[config.mk]
export PLATFORM = sky130hd
export DESIGN_NAME = websocket_frame_deframer_unit
export DESIGN_NICKNAME = d
export VERILOG_FILES = /design/src/sv/wsd_pkg.sv /design/src/sv/wsd_in_stage.sv /design/src/sv/wsd_parser.sv /design/src/sv/wsd_out_stage.sv /design/src/sv/websocket_frame_deframer_unit.sv
export SDC_FILE = /design/constraint.sdc
export NUM_CORES = 1
export LEC_CHECK = 0
export BUFFER_PORTS_ARGS = -buffer_cell sky130_fd_sc_hd__buf_4
export CORE_UTILIZATION = 65
export CTS_BUF_LIST = sky130_fd_sc_hd__clkbuf_2 sky130_fd_sc_hd__clkbuf_4 sky130_fd_sc_hd__clkbuf_8
export CTS_CLUSTER_SIZE = 20
export DETAILED_ROUTE_END_ITERATION = 10
export PLACE_DENSITY_LB_ADDON = 0.05
export SETUP_SLACK_MARGIN = 0.15
export SLEW_MARGIN = 20
export SYNTH_ARGS = -nofsm -noshare
export SYNTH_HDL_FRONTEND = slang
export SYNTH_SLANG_ARGS = --single-unit
[constraint.sdc]
create_clock -name clk -period 6.25 [get_ports clk]
set_clock_uncertainty 0.1 [all_clocks]
set_input_delay 1.875 -clock clk [delete_from_list [all_inputs] [get_ports clk]]
set_output_delay 1.875 -clock clk [all_outputs]
set_load 0.01 [all_outputs]
[src/sv/wsd_pkg.sv]
// Package for the WebSocket frame deframer: parse phases, header constants
// and the result record shared by the parser, the output stage and the top level.
// Depends on nothing.
package wsd_pkg;

  localparam int unsigned LENGTH_BITS_DEFAULT = 64;

  typedef enum logic [2:0] {
    PH_HDR0 = 3'd0,
    PH_HDR1 = 3'd1,
    PH_EXT  = 3'd2,
    PH_KEY  = 3'd3,
    PH_DATA = 3'd4
  } phase_t;

  localparam logic [6:0] LEN_CODE_16  = 7'h7E;
  localparam logic [6:0] LEN_CODE_64  = 7'h7F;
  localparam logic [3:0] EXT_BYTES_16 = 4'd2;
  localparam logic [3:0] EXT_BYTES_64 = 4'd8;
  localparam logic [2:0] KEY_BYTES    = 3'd4;
  localparam logic [3:0] OP_CTRL_LO   = 4'd8;
  localparam logic [3:0] OP_CTRL_HI   = 4'd10;

  typedef struct packed {
    logic [7:0] payload_byte;
    logic       has_byte;
    logic [3:0] message_opcode;
    logic       end_of_message;
    logic       frame_error;
  } result_t;

endpackage

[src/sv/wsd_in_stage.sv]
// Input register of the deframer: holds one received byte until the parser takes it.
// Depends on nothing outside this file.
module wsd_in_stage (
  input  logic       clk,
  input  logic       rst,
  input  logic       in_valid,
  output logic       in_stall,
  input  logic [7:0] rx_byte,
  input  logic       advance,
  output logic       held_valid,
  output logic [7:0] held_byte
);

  // The held byte moves on whenever the output side can take a transaction.
  assign in_stall = held_valid && !advance;

  always_ff @(posedge clk) begin
    if (rst) begin
      held_valid <= 1'b0;
    end else if (!in_stall) begin
      held_valid <= in_valid;
    end
  end

  always_ff @(posedge clk) begin
    if (!in_stall) begin
      held_byte <= rx_byte;
    end
  end

endmodule

[src/sv/wsd_parser.sv]
// Frame parser of the deframer: the parse state and the one-step update that
// turns one stream byte into at most one result. Depends on wsd_pkg.
module wsd_parser #(
  parameter int unsigned LENGTH_BITS = wsd_pkg::LENGTH_BITS_DEFAULT
) (
  input  logic             clk,
  input  logic             rst,
  input  logic             step,
  input  logic [7:0]       rx_byte,
  output logic             res_valid,
  output wsd_pkg::result_t res
);
  import wsd_pkg::*;

  phase_t                 phase, phase_next;
  logic                   final_flag, final_flag_next;
  logic                   masked_flag, masked_flag_next;
  logic                   in_message, in_message_next;
  logic [3:0]             held_opcode, held_opcode_next;
  logic [3:0]             ext_bytes_left, ext_bytes_left_next;
  logic [LENGTH_BITS-1:0] payload_left, payload_left_next;
  logic [31:0]            mask_key, mask_key_next;
  logic [2:0]             key_bytes_left, key_bytes_left_next;
  logic [1:0]             key_index, key_index_next;
  logic                   frame_control, frame_control_next;

  logic [LENGTH_BITS-1:0] pl_new;
  logic [LENGTH_BITS-1:0] pl_dec;
  logic [3:0]             ext_dec;
  logic [2:0]             key_dec;
  logic [6:0]             len_code;
  logic [3:0]             op;
  logic [7:0]             key_byte;
  logic                   after_len;
  logic                   start_payload;

  assign op       = rx_byte[3:0];
  assign len_code = rx_byte[6:0];
  assign pl_dec   = payload_left - LENGTH_BITS'(payload_left != '0);
  assign ext_dec  = ext_bytes_left - 4'(ext_bytes_left != 4'd0);
  assign key_dec  = key_bytes_left - 3'(key_bytes_left != 3'd0);

  // Key bytes are used most significant first.
  always_comb begin
    case (key_index)
      2'd0:    key_byte = mask_key[31:24];
      2'd1:    key_byte = mask_key[23:16];
      2'd2:    key_byte = mask_key[15:8];
      default: key_byte = mask_key[7:0];
    endcase
  end

  always_comb begin
    phase_next          = phase;
    final_flag_next     = final_flag;
    masked_flag_next    = masked_flag;
    in_message_next     = in_message;
    held_opcode_next    = held_opcode;
    ext_bytes_left_next = ext_bytes_left;
    payload_left_next   = payload_left;
    mask_key_next       = mask_key;
    key_bytes_left_next = key_bytes_left;
    key_index_next      = key_index;
    frame_control_next  = frame_control;
    pl_new              = payload_left;
    after_len           = 1'b0;
    start_payload       = 1'b0;
    res_valid           = 1'b0;
    res                 = '0;
    res.message_opcode  = held_opcode;

    case (phase)
      PH_HDR0: begin
        final_flag_next    = rx_byte[7];
        frame_control_next = op inside {[OP_CTRL_LO:OP_CTRL_HI]};
        if (!in_message) begin
          held_opcode_next = op;
          in_message_next  = 1'b1;
        end
        phase_next = PH_HDR1;
      end
      PH_HDR1: begin
        masked_flag_next = rx_byte[7];
        if (frame_control && len_code >= LEN_CODE_16) begin
          res_valid       = 1'b1;
          res.frame_error = 1'b1;
          in_message_next = 1'b0;
          phase_next      = PH_HDR0;
        end else if (len_code == LEN_CODE_16) begin
          payload_left_next   = '0;
          ext_bytes_left_next = EXT_BYTES_16;
          phase_next          = PH_EXT;
        end else if (len_code == LEN_CODE_64) begin
          payload_left_next   = '0;
          ext_bytes_left_next = EXT_BYTES_64;
          phase_next          = PH_EXT;
        end else begin
          pl_new            = LENGTH_BITS'(len_code);
          payload_left_next = pl_new;
          after_len         = 1'b1;
        end
      end
      PH_EXT: begin
        // Bits shifted out above the length register are dropped.
        pl_new              = {payload_left[LENGTH_BITS-9:0], rx_byte};
        payload_left_next   = pl_new;
        ext_bytes_left_next = ext_dec;
        after_len           = (ext_dec == 4'd0);
      end
      PH_KEY: begin
        mask_key_next       = {mask_key[23:0], rx_byte};
        key_bytes_left_next = key_dec;
        start_payload       = (key_dec == 3'd0);
      end
      PH_DATA: begin
        payload_left_next  = pl_dec;
        key_index_next     = key_index + 2'd1;
        res_valid          = 1'b1;
        res.has_byte       = 1'b1;
        res.payload_byte   = masked_flag ? (rx_byte ^ key_byte) : rx_byte;
        if (pl_dec == '0) begin
          res.end_of_message = final_flag;
          phase_next         = PH_HDR0;
          if (final_flag) begin
            in_message_next = 1'b0;
          end
        end
      end
      default: begin
        phase_next = PH_HDR0;
      end
    endcase

    if (after_len) begin
      if (masked_flag_next) begin
        mask_key_next       = '0;
        key_bytes_left_next = KEY_BYTES;
        phase_next          = PH_KEY;
      end else begin
        start_payload = 1'b1;
      end
    end

    // An empty final frame still closes the message with a byteless result.
    if (start_payload) begin
      key_index_next = 2'd0;
      if (pl_new != '0) begin
        phase_next = PH_DATA;
      end else begin
        phase_next = PH_HDR0;
        if (final_flag) begin
          res_valid          = 1'b1;
          res.end_of_message = 1'b1;
          in_message_next    = 1'b0;
        end
      end
    end
  end

  always_ff @(posedge clk) begin
    if (rst) begin
      phase          <= PH_HDR0;
      final_flag     <= 1'b0;
      masked_flag    <= 1'b0;
      in_message     <= 1'b0;
      held_opcode    <= 4'd0;
      ext_bytes_left <= 4'd0;
      payload_left   <= '0;
      mask_key       <= '0;
      key_bytes_left <= 3'd0;
      key_index      <= 2'd0;
      frame_control  <= 1'b0;
    end else if (step) begin
      phase          <= phase_next;
      final_flag     <= final_flag_next;
      masked_flag    <= masked_flag_next;
      in_message     <= in_message_next;
      held_opcode    <= held_opcode_next;
      ext_bytes_left <= ext_bytes_left_next;
      payload_left   <= payload_left_next;
      mask_key       <= mask_key_next;
      key_bytes_left <= key_bytes_left_next;
      key_index      <= key_index_next;
      frame_control  <= frame_control_next;
    end
  end

endmodule

[src/sv/wsd_out_stage.sv]
// Result register of the deframer: holds one result transaction until the
// receiver takes it. Depends on wsd_pkg.
module wsd_out_stage (
  input  logic             clk,
  input  logic             rst,
  input  logic             load_valid,
  input  wsd_pkg::result_t load_res,
  output logic             ready,
  output logic             out_valid,
  input  logic             out_stall,
  output wsd_pkg::result_t out_res
);
  import wsd_pkg::*;

  assign ready = !out_valid || !out_stall;

  always_ff @(posedge clk) begin
    if (rst) begin
      out_valid <= 1'b0;
    end else if (ready) begin
      out_valid <= load_valid;
    end
  end

  always_ff @(posedge clk) begin
    if (ready && load_valid) begin
      out_res <= load_res;
    end
  end

endmodule

[src/sv/websocket_frame_deframer_unit.sv]
// WebSocket frame deframer: one stream byte per transaction in, at most one
// payload, end-of-message or error result per byte out.
// A byte is held in the input register, parsed combinationally, and its result is held in the result register.
// Throughput: one byte per cycle while out_stall is low; the only per-byte work is the parser's state
// update, which includes one LENGTH_BITS-wide decrement and zero compare.
// Reset (synchronous): both stages empty, parser waiting for a frame header.
module websocket_frame_deframer_unit #(
  parameter int unsigned LENGTH_BITS = wsd_pkg::LENGTH_BITS_DEFAULT
) (
  input  logic       clk,
  input  logic       rst,
  input  logic       in_valid,
  output logic       in_stall,
  input  logic [7:0] rx_byte,
  output logic       out_valid,
  input  logic       out_stall,
  output logic [7:0] payload_byte,
  output logic       has_byte,
  output logic [3:0] message_opcode,
  output logic       end_of_message,
  output logic       frame_error
);
  import wsd_pkg::*;

  logic       held_valid;
  logic [7:0] held_byte;
  logic       out_ready;
  logic       step;
  logic       res_valid;
  result_t    res;
  result_t    out_res;

  assign step = held_valid && out_ready;

  wsd_in_stage u_in (
    .clk        (clk),
    .rst        (rst),
    .in_valid   (in_valid),
    .in_stall   (in_stall),
    .rx_byte    (rx_byte),
    .advance    (out_ready),
    .held_valid (held_valid),
    .held_byte  (held_byte)
  );

  wsd_parser #(
    .LENGTH_BITS (LENGTH_BITS)
  ) u_parser (
    .clk       (clk),
    .rst       (rst),
    .step      (step),
    .rx_byte   (held_byte),
    .res_valid (res_valid),
    .res       (res)
  );

  wsd_out_stage u_out (
    .clk        (clk),
    .rst        (rst),
    .load_valid (step && res_valid),
    .load_res   (res),
    .ready      (out_ready),
    .out_valid  (out_valid),
    .out_stall  (out_stall),
    .out_res    (out_res)
  );

  assign payload_byte   = out_res.payload_byte;
  assign has_byte       = out_res.has_byte;
  assign message_opcode = out_res.message_opcode;
  assign end_of_message = out_res.end_of_message;
  assign frame_error    = out_res.frame_error;

  // The input side only stalls while a byte is held and the result register is blocked.
  a_stall_cause: assert property (@(posedge clk) disable iff (rst)
    in_stall |-> (held_valid && out_valid && out_stall))
    else $error("input stalled without a blocked result");

  a_error_alone: assert property (@(posedge clk) disable iff (rst)
    (out_valid && frame_error) |-> (!has_byte && !end_of_message))
    else $error("error result carries data or end of message");

  a_empty_zero: assert property (@(posedge clk) disable iff (rst)
    (out_valid && !has_byte) |-> (payload_byte == 8'd0 && (end_of_message || frame_error)))
    else $error("byteless result is neither end marker nor error");

  a_no_loss: assert property (@(posedge clk) disable iff (rst)
    (step && res_valid) |=> out_valid)
    else $error("parser result was not captured");

endmodule
# Word-level counts from Yosys, hierarchy flattened
# Index checks and enable logic that the tools add are counted.
# W data, S select, Z words.
# totals
regBits	141
in_bits	12
output_inout_bits	17
elab_cells	123
# op_classes
add_sub_neg	4
n_lt_le_gt_ge	3
eq_ne	10
mux	57
n_bitwise	2
reduce_logical	28
# ops
op	count
$mux W64	4
$pmux W64 S3	1
$pmux W64 S2	1
$reduce_bool A64 Y1	2
$mux W32	3
$logic_not A64 Y1	1
$sub A64 B1 Y64	1
$mux W3	11
$pmux W8 S3	1
$mux W1	23
$eq A7 B7 Y1 const B	2
$mux W7	2
$mux W4	3
$pmux W3 S4	1
$mux W8	1
$pmux W4 S2	1
$xor A8 B8 Y8	1
$ge A7 B7 Y1 const B	1
$eq A3 B2 Y1 const B	2
$logic_and A1 B1 Y1	6
$logic_not A3 Y1	2
$reduce_and A3 Y1	2
$reduce_bool A3 Y1	2
$ge A4 B4 Y1 const B	1
23 further kinds	29

# Logic depth before layout (Yosys ltp)
# Gate-level depths: netlist (run 1).
# depth
word_depth	10
depth_mapped	17

# By module
# From an unflattened synthesis (run 1), not the netlist that was laid out.
# unflattened
hier_cells	1072
area_unflattened_um2	8320.5
# by_module_without_submodules
mod	instances	cells_per_inst	area_each_um2
wsd_parser	1	1037	7528.5
wsd_out_stage	1	20	489.2
wsd_in_stage	1	13	290.3
websocket_frame_deframer_unit	1	2	12.5

# Worst setup path after synthesis (run 1)
# No wires, ideal clock.
# synth_timing
path_type	input to output
start	input port out_stall
end	output port in_stall
arrival_time_ps	2308
slack_ps	1967
cell_stages	2
path_cell_list	nand3_1 -> inv_1
# synth_between
elab_chain_cells	4
# synth_lines
item	line_no	rtl
start, declared	websocket_frame_deframer_unit.sv:16	input logic out_stall,
$logic_not A1 Y1	wsd_out_stage.sv:15	assign ready = !out_valid || !out_stall;
$logic_or A1 B1 Y1	wsd_out_stage.sv:15	
$logic_not A1 Y1	wsd_in_stage.sv:15	assign in_stall = held_valid && !advance;
$logic_and A1 B1 Y1	wsd_in_stage.sv:15	
end, declared	websocket_frame_deframer_unit.sv:13	output logic in_stall,
# Every way passes these cells.

# Worst setup path after layout (run 1)
# layout_timing
start	register u_parser.payload_left[36]
end	register u_parser.in_message
# layout_between
elab_chain_cells	8
elab_cells_between_ends	13
# layout_lines
item	line_no	rtl
start, declared	wsd_parser.sv:21	logic [LENGTH_BITS-1:0] payload_left, payload_left_next;
start signal, assigned	wsd_parser.sv:180	payload_left <= payload_left_next;
$reduce_bool A64 Y1	wsd_parser.sv:39	assign pl_dec = payload_left - LENGTH_BITS'(payload_left != '0);
$sub A64 B1 Y64	wsd_parser.sv:39	
$logic_not A64 Y1	wsd_parser.sv:121	if (pl_dec == '0) begin
$mux W1	wsd_parser.sv:121	
$pmux W1 S3	wsd_parser.sv:72	case (phase)
$mux W1	wsd_parser.sv:151	if (final_flag) begin
$mux W1	wsd_parser.sv:147	if (pl_new != '0) begin
$mux W1 *	wsd_parser.sv:145	if (start_payload) begin
end signal, assigned	wsd_parser.sv:177	in_message <= in_message_next;
end, declared	wsd_parser.sv:18	logic in_message, in_message_next;
# Every way passes the cells marked *; elsewhere a longest branch is shown, timed or not.
# A chain may end at the register's enable or synchronous reset.

==> impl_metrics.env, run 1 <==
export IMPL_place_inst=1248
export IMPL_use_met3=0.108
export IMPL_crit_start="u_parser.payload_left[36]"
export IMPL_drt_pass1_iterations=6
export IMPL_multi_input_area_um2=4990
export IMPL_timing_rr_end="u_parser.in_message"
export IMPL_critPathTopFamily="simple AND/OR/NAND/NOR gates"
export IMPL_die_area_um2=13500
export IMPL_die_h_um=116
export IMPL_layout_commonest_cell="nand2_1"
export IMPL_synth_edf_count=23
export IMPL_drv_cap=0
export IMPL_r2r_start="u_parser.payload_left[36]"
export IMPL_crit_chain="nor4_1 > nand4b_1 > nor3_1 > nand3_1 > ha_1 > ha_1 > nor3b_2 > nand3_1 > nor3_1 > nor4b_1 > nand4_1 > nor4_1 > nand4_1 > or3_1 > a41o_1"
export IMPL_cts_max_path_buffers=2
export IMPL_avgSynthCellArea_um2=7.47
export IMPL_gp_congestion=1.06
export IMPL_io_pins=29
export IMPL_cp_end_kind="flop"
export IMPL_rsz0062_at_grt="false"
export IMPL_reg2reg_depth=15
export IMPL_drt_initial_drc_count=1188
export IMPL_grt_pass1_vias=7582
export IMPL_routed_via_density=6.72
export IMPL_coreArea_um2=12700
export IMPL_cpPeakStageDelay_ns=0.61
export IMPL_diodes=0
export IMPL_cts_resized=0
export IMPL_synth_nets=1158
export IMPL_fin_total_pwr_mw=2.40
export IMPL_synth_area_um2=8480
export IMPL_use_met2=0.559
export IMPL_grt_max_degree=82
export IMPL_worstPathRequired_ns=6.52
export IMPL_yosysWarnings=0
export IMPL_tritoncts="yes"
export IMPL_setup_violations_final=0
export IMPL_path_clk_slew_ns=0.08
export IMPL_area_growth_pct=6.06
export IMPL_status="finished, final reports clean"
export IMPL_crit_buf_inv=0
export IMPL_rows=41
export IMPL_gr_total_overflow=0
export IMPL_cts_setup_buffers=0
export IMPL_setup_tns_ns=0
export IMPL_ys_ff_latch=141
export IMPL_final_cells=1279
export IMPL_critPathKind="flop to flop"
export IMPL_grt_use_total=0.395
export IMPL_period_needed_ns=5.16
export IMPL_met1_usage=0.562
export IMPL_period_share=0.826
export IMPL_leakage_nw=3.20
export IMPL_synthCells=1136
export IMPL_postRouteAntennaNets=0
export IMPL_cts_sinks=141
export IMPL_layout_drive_gt1_share=0.0949
export IMPL_cp_data_arrival_time_ns=5.43
export IMPL_layout_common_cells="nand2_1, nor2_1, dfxtp_1"
export IMPL_slew_headroom=0.291
export IMPL_r2r_slack_ns=1.09
export IMPL_drt_wl_total_mm=26.1
export IMPL_vias=8599
export IMPL_holdCritPathClass="flop to flop"
export IMPL_antenna_found_initial=0
export IMPL_synth_main_ff_cell="dfxtp_1"
export IMPL_cp_slowest_cell="nor4_1"
export IMPL_numCtsBuffers=17
export IMPL_io_buffer_count=28
export IMPL_p_per_area_nw_per_um2=267
export IMPL_ir_worst_vdd_v=0.000182
export IMPL_async_flop_share=0
export IMPL_cts_root_buf="clkbuf_8"
export IMPL_path_depth=15
export IMPL_seq_area_um2=3050
export IMPL_hold_viol=0
export IMPL_fill_cells=1085
export IMPL_clock_latency_ns=0.47
export IMPL_endpoint="u_parser.in_message"
export IMPL_slew_viol_final=0
export IMPL_worst_pin_slew_ns=1.06
export IMPL_utilization=0.710
export IMPL_drc=0
export IMPL_start_util=0.669
export IMPL_ctsHoldBuffers=0
export IMPL_seq_area_frac_synth=0.360
export IMPL_hpwl_mm=17.4
export IMPL_max_clock_freq_ghz=0.194
export IMPL_synth_distinct_cells=72
export IMPL_num_nets_final=1117
export IMPL_routedWlPerCell_um=20.4
export IMPL_gr_max_usage_layer="met1"
export IMPL_grt_pass1_wl_mm=40.5
export IMPL_crit_fanout=11
export IMPL_cp_start_kind="flop"
export IMPL_die_width_um=116
export IMPL_cts_htree_levels=4
==> worst register-to-register path, delay by kind of cell, from the launching register on <==
| family | cells | cell delay [ns] |
|---|---|---|
| simple gates | 12 | 3.84 |
| fa+ha+maj | 2 | 0.48 |
| flops | 1 | 0.40 |
| compound gates | 1 | 0.24 |
==> per-stage QoR <==
| stage | worst slack (ns) | hold WS (ns) | instance area (um2) |
|---|---|---|---|
| after floorplan | 1.97 | 0.302 | 8480 |
| after global placement | 1.09 | 0.313 | 8630 |
| after detailed placement | 0.983 | 0.313 | 8630 |
| after CTS | 0.951 | 0.331 | 8990 |
| after global routing | 0.592 | 0.344 | 8990 |
| final | 1.09 | 0.342 | 8990 |
==> report_power, final <==
part	internal [mW]	switching, mW	total [mW]	leakage (nW)
logic	0.256	0.485	0.741	1.86
registers	0.936	0.0308	0.966	1.17
clock network	0.324	0.371	0.695	0.179
==> cell type report <==
type                    instances  area share
multi-input cells             874       0.555
clock inverters                11      0.0110
well taps                     172      0.0239
repair buffers                 41      0.0342
flip-flops and latches        141       0.339
inverters                      20     0.00835
clock buffers                  20      0.0285
==> sequential cells by signal (all words and copies together) (netlist names), 2 cells and up <==
name,cells
u_in.held_byte,8
u_out.out_res,15
u_parser.ext_bytes_left,4
u_parser.held_opcode,4
u_parser.key_bytes_left,3
u_parser.key_index,2
u_parser.mask_key,32
u_parser.payload_left,64
u_parser.phase,3
==> logic make-up after synthesis <==
logic type	synth area share
AOI/OAI and AO/OA	0.202
xor gates and xnor gates	0.0599
adders and majority gates	0.0148
buffers and inverters	0.0553
DFF	0.360
muxes	0.00251
and+or+nand+nor	0.306
==> cells in the mapped netlist, types with 3 or more instances <==
master / instances / area (um2)
or3_1: 12 / 75.1
a222oi_1: 8 / 80.1
o21ai_0: 67 / 335
nor3_1: 63 / 315
nor2b_1: 3 / 18.8
o21a_1: 4 / 30.0
nor4_2: 5 / 62.6
or2_2: 4 / 25.0
nor4b_1: 4 / 35.0
inv_1: 20 / 75.1
o22ai_1: 3 / 18.8
o31ai_1: 6 / 45.0
xnor2_1: 39 / 342
a211oi_1: 12 / 90.1
o32ai_1: 4 / 35.0
and3_1: 4 / 25.0
buf_2: 5 / 25.0
a22oi_1: 22 / 165
ha_1: 10 / 125
a22o_1: 3 / 26.3
xor2_1: 19 / 166
nand2b_1: 6 / 37.5
nand2_1: 168 / 631
nand4b_1: 4 / 35.0
a221oi_1: 13 / 114
a21oi_1: 87 / 435
a31oi_1: 8 / 50.1
nor4_1: 37 / 231
and2_1: 4 / 25.0
or4_1: 10 / 75.1
edfxtp_1: 23 / 691
nand3_1: 22 / 110
nand4_1: 23 / 144
clkbuf_1: 88 / 330
o211ai_1: 6 / 45.0
a32o_1: 6 / 60.1
nor2_1: 149 / 559
buf_1: 6 / 22.5
dfxtp_1: 118 / 2360
==> how the worst min path moves through the flow <==
stage | start | endpoint | slack [ns] | cells past startpoint
3_5_place_dp | u_parser.held_opcode[2] | u_out.out_res[4] | 0.31 | 0
5_1_grt | u_parser.held_opcode[3] | u_out.out_res[5] | 0.34 | 0
4_1_cts | u_parser.held_opcode[3] | u_out.out_res[5] | 0.33 | 0
3_3_place_gp | u_parser.held_opcode[2] | u_out.out_res[4] | 0.31 | 0
6_report | u_parser.held_opcode[3] | u_out.out_res[5] | 0.34 | 0
2_1_floorplan | u_parser.held_opcode[0] | u_out.out_res[2] | 0.30 | 0
==> per-layer routing <==
metal  vias to the layer above  share of wire
li1                       4002              -
met1                      4006           0.43
met2                       509           0.42
met3                        82           0.11
met4                         0          0.033
met5                         -              0
Note: power is estimated with default switching activity, not from simulation.
==> run 2: changes to the inputs <==
clock period = 5.2 ns   (was 6.25 ns; I/O delays follow)
==> run 2 against run 1 <==
- maximum frequency up 10%
- wire length is essentially flat
- non-clock buffer count up 25
- final cell count grew 2.0%
- total power is 30% higher
- combinational power increased by 26%
- register-to-register slack got worse by 0.58 ns
- critical path type unchanged
- cell area grew 3.7%
- first-iteration DRC count grew 5.0%
- critical path depth unchanged
==> impl_metrics.env, run 2 (synthesized netlist as in run 1, its figures left out) <==
export IMPL_status="finished, final reports clean"
export IMPL_setup_tns_ns=0
export IMPL_start_util=0.669
export IMPL_die_h_um=116
export IMPL_drt_initial_drc_count=1247
export IMPL_cts_htree_levels=4
export IMPL_regMostFlops="u_parser.payload_left"
export IMPL_period_needed_ns=4.69
export IMPL_crit_fanout=11
export IMPL_period_share=0.902
export IMPL_grt_pass1_vias=7757
export IMPL_leakage_nw=3.39
export IMPL_cp_start_kind="flop"
export IMPL_grt_use_total=0.395
export IMPL_rsz0062_at_grt="false"
export IMPL_ctsHoldBuffers=0
export IMPL_multi_input_area_um2=5030
export IMPL_cts_root_buf="clkbuf_8"
export IMPL_tritoncts="yes"
export IMPL_vias=8777
export IMPL_slew_headroom=0.360
export IMPL_seq_area_um2=3050
export IMPL_grt_pass1_wl_mm=41.1
export IMPL_cp_end_kind="flop"
export IMPL_reg_top3="u_parser.payload_left: 64 flops, u_parser.mask_key: 32 flops, u_out.out_res: 15 flops"
export IMPL_rows=41
export IMPL_io_buffer_count=28
export IMPL_path_clk_slew_ns=0.08
export IMPL_setup_violations_final=0
export IMPL_critPathKind="flop to flop"
export IMPL_hpwl_mm=17.6
export IMPL_drt_wl_total_mm=26.1
export IMPL_cpPeakStageDelay_ns=0.51
export IMPL_io_pins=29
export IMPL_drt_pass1_iterations=7
export IMPL_hold_viol=0
export IMPL_grt_max_degree=82
export IMPL_layout_common_cells="nand2_1, nor2_1, dfxtp_1"
export IMPL_largest_reg_flops=64
export IMPL_clock_latency_ns=0.45
export IMPL_worstPathRequired_ns=5.45
export IMPL_routed_via_density=6.73
export IMPL_die_width_um=116
export IMPL_routedWlPerCell_um=20.0
export IMPL_postRouteAntennaNets=0
export IMPL_area_growth_pct=9.99
export IMPL_drv_cap=0
export IMPL_numCtsBuffers=17
export IMPL_cp_slowest_cell="nor4_4"
export IMPL_drc=0
export IMPL_gr_total_overflow=0
export IMPL_diodes=0
export IMPL_p_per_area_nw_per_um2=335
export IMPL_r2r_slack_ns=0.51
export IMPL_cts_sinks=141
export IMPL_antenna_found_initial=0
export IMPL_gp_congestion=0.980
export IMPL_worst_pin_slew_ns=0.955
export IMPL_layout_drive_gt1_share=0.119
export IMPL_coreArea_um2=12700
export IMPL_crit_buf_inv=0
export IMPL_max_clock_freq_ghz=0.213
export IMPL_layout_commonest_cell="nand2_1"
export IMPL_worst_path_most_repeated_cell="nand3_1"
export IMPL_slew_viol_final=0
export IMPL_ir_worst_vdd_v=0.000324
export IMPL_num_nets_final=1142
export IMPL_crit_chain="nor4_4 > nand4_2 > nor3_1 > nand3_1 > ha_1 > ha_1 > nor3b_4 > nand3_1 > nor2_1 > xnor2_1 > nand3_1 > nor4_1 > nand4_1 > or3_1 > a41o_1"
export IMPL_holdCritPathClass="flop to flop"
export IMPL_cts_max_path_buffers=2
export IMPL_fin_total_pwr_mw=3.13
export IMPL_cp_data_arrival_time_ns=4.93
export IMPL_fill_cells=1048
export IMPL_die_area_um2=13500
export IMPL_critPathTopFamily="simple AND/OR/NAND/NOR gates"
run 2: changes by cell type in the layout (fill, tap and decap cells not counted), sizes merged:
cell	delta
clkbuf	-1
bufinv	+4
inv	+1
clkinv	-3
buf	+25
run 2: worst paths after layout:
check,from,endpoint,cells after the start
worst max register to register,u_parser.payload_left[22],u_parser.in_message,15
worst max-delay path,u_parser.payload_left[22],u_parser.in_message,15
worst min register to register,u_parser.held_opcode[3],u_out.out_res[5],0
worst min-delay path,u_parser.held_opcode[3],u_out.out_res[5],0
run 2: layout make-up:
type | count | area share
flip-flops and latches | 141 | 0.327
clock inverters | 13 | 0.0228
multi-input cells | 874 | 0.539
well taps | 172 | 0.0231
clock buffers | 19 | 0.0267
repair buffers | 66 | 0.0531
inverters | 20 | 0.00805
run 2: stage by stage:
| stage | hold WS (ns) | setup WS (ns) | util | cell area [um2] | instances |
|---|---|---|---|---|---|
| after floorplan | 0.302 | 0.936 | - | 8480 | 1136 |
| after CTS | 0.338 | 0.452 | 0.732 | 9270 | 1304 |
| final | 0.341 | 0.511 | 0.736 | 9330 | 1305 |
| after detailed placement | 0.319 | 0.477 | 0.695 | 8810 | 1272 |
| after global routing | 0.357 | 0.219 | 0.736 | 9330 | 1305 |
| after global placement | 0.311 | 0.536 | 0.695 | 8810 | 1272 |
run 2: repair_timing:
item | in CTS | in global routing
buffers inserted | 0 | 1
gates resized for setup | 0 | 7
setup endpoints to repair | 0 | 3
run 2: power breakdown:
part / internal, mW / switching [mW] / total [mW]
combinational: 0.349 / 0.584 / 0.932
sequential: 1.12 / 0.0356 / 1.16
clock: 0.585 / 0.449 / 1.03
total: 2.06 / 1.07 / 3.13
run 2: worst register-to-register path, cell delays in order, from the launching register on:
cell,delay [ns]
dfxtp_1,0.44
nor4_4,0.52
nand4_2,0.21
nor3_1,0.34
nand3_1,0.13
ha_1,0.23
ha_1,0.24
nor3b_4,0.20
nand3_1,0.34
nor2_1,0.21
xnor2_1,0.17
nand3_1,0.08
nor4_1,0.49
nand4_1,0.21
or3_1,0.43
a41o_1,0.24
run 2: metal layers:
layer,global-route usage,vias to the layer above,wire (um)
met1,0.556,4072,10900
met4,0.121,0,513
li1,-,4049,-
met3,0.110,48,3370
met5,0,-,0
met2,0.585,608,11200
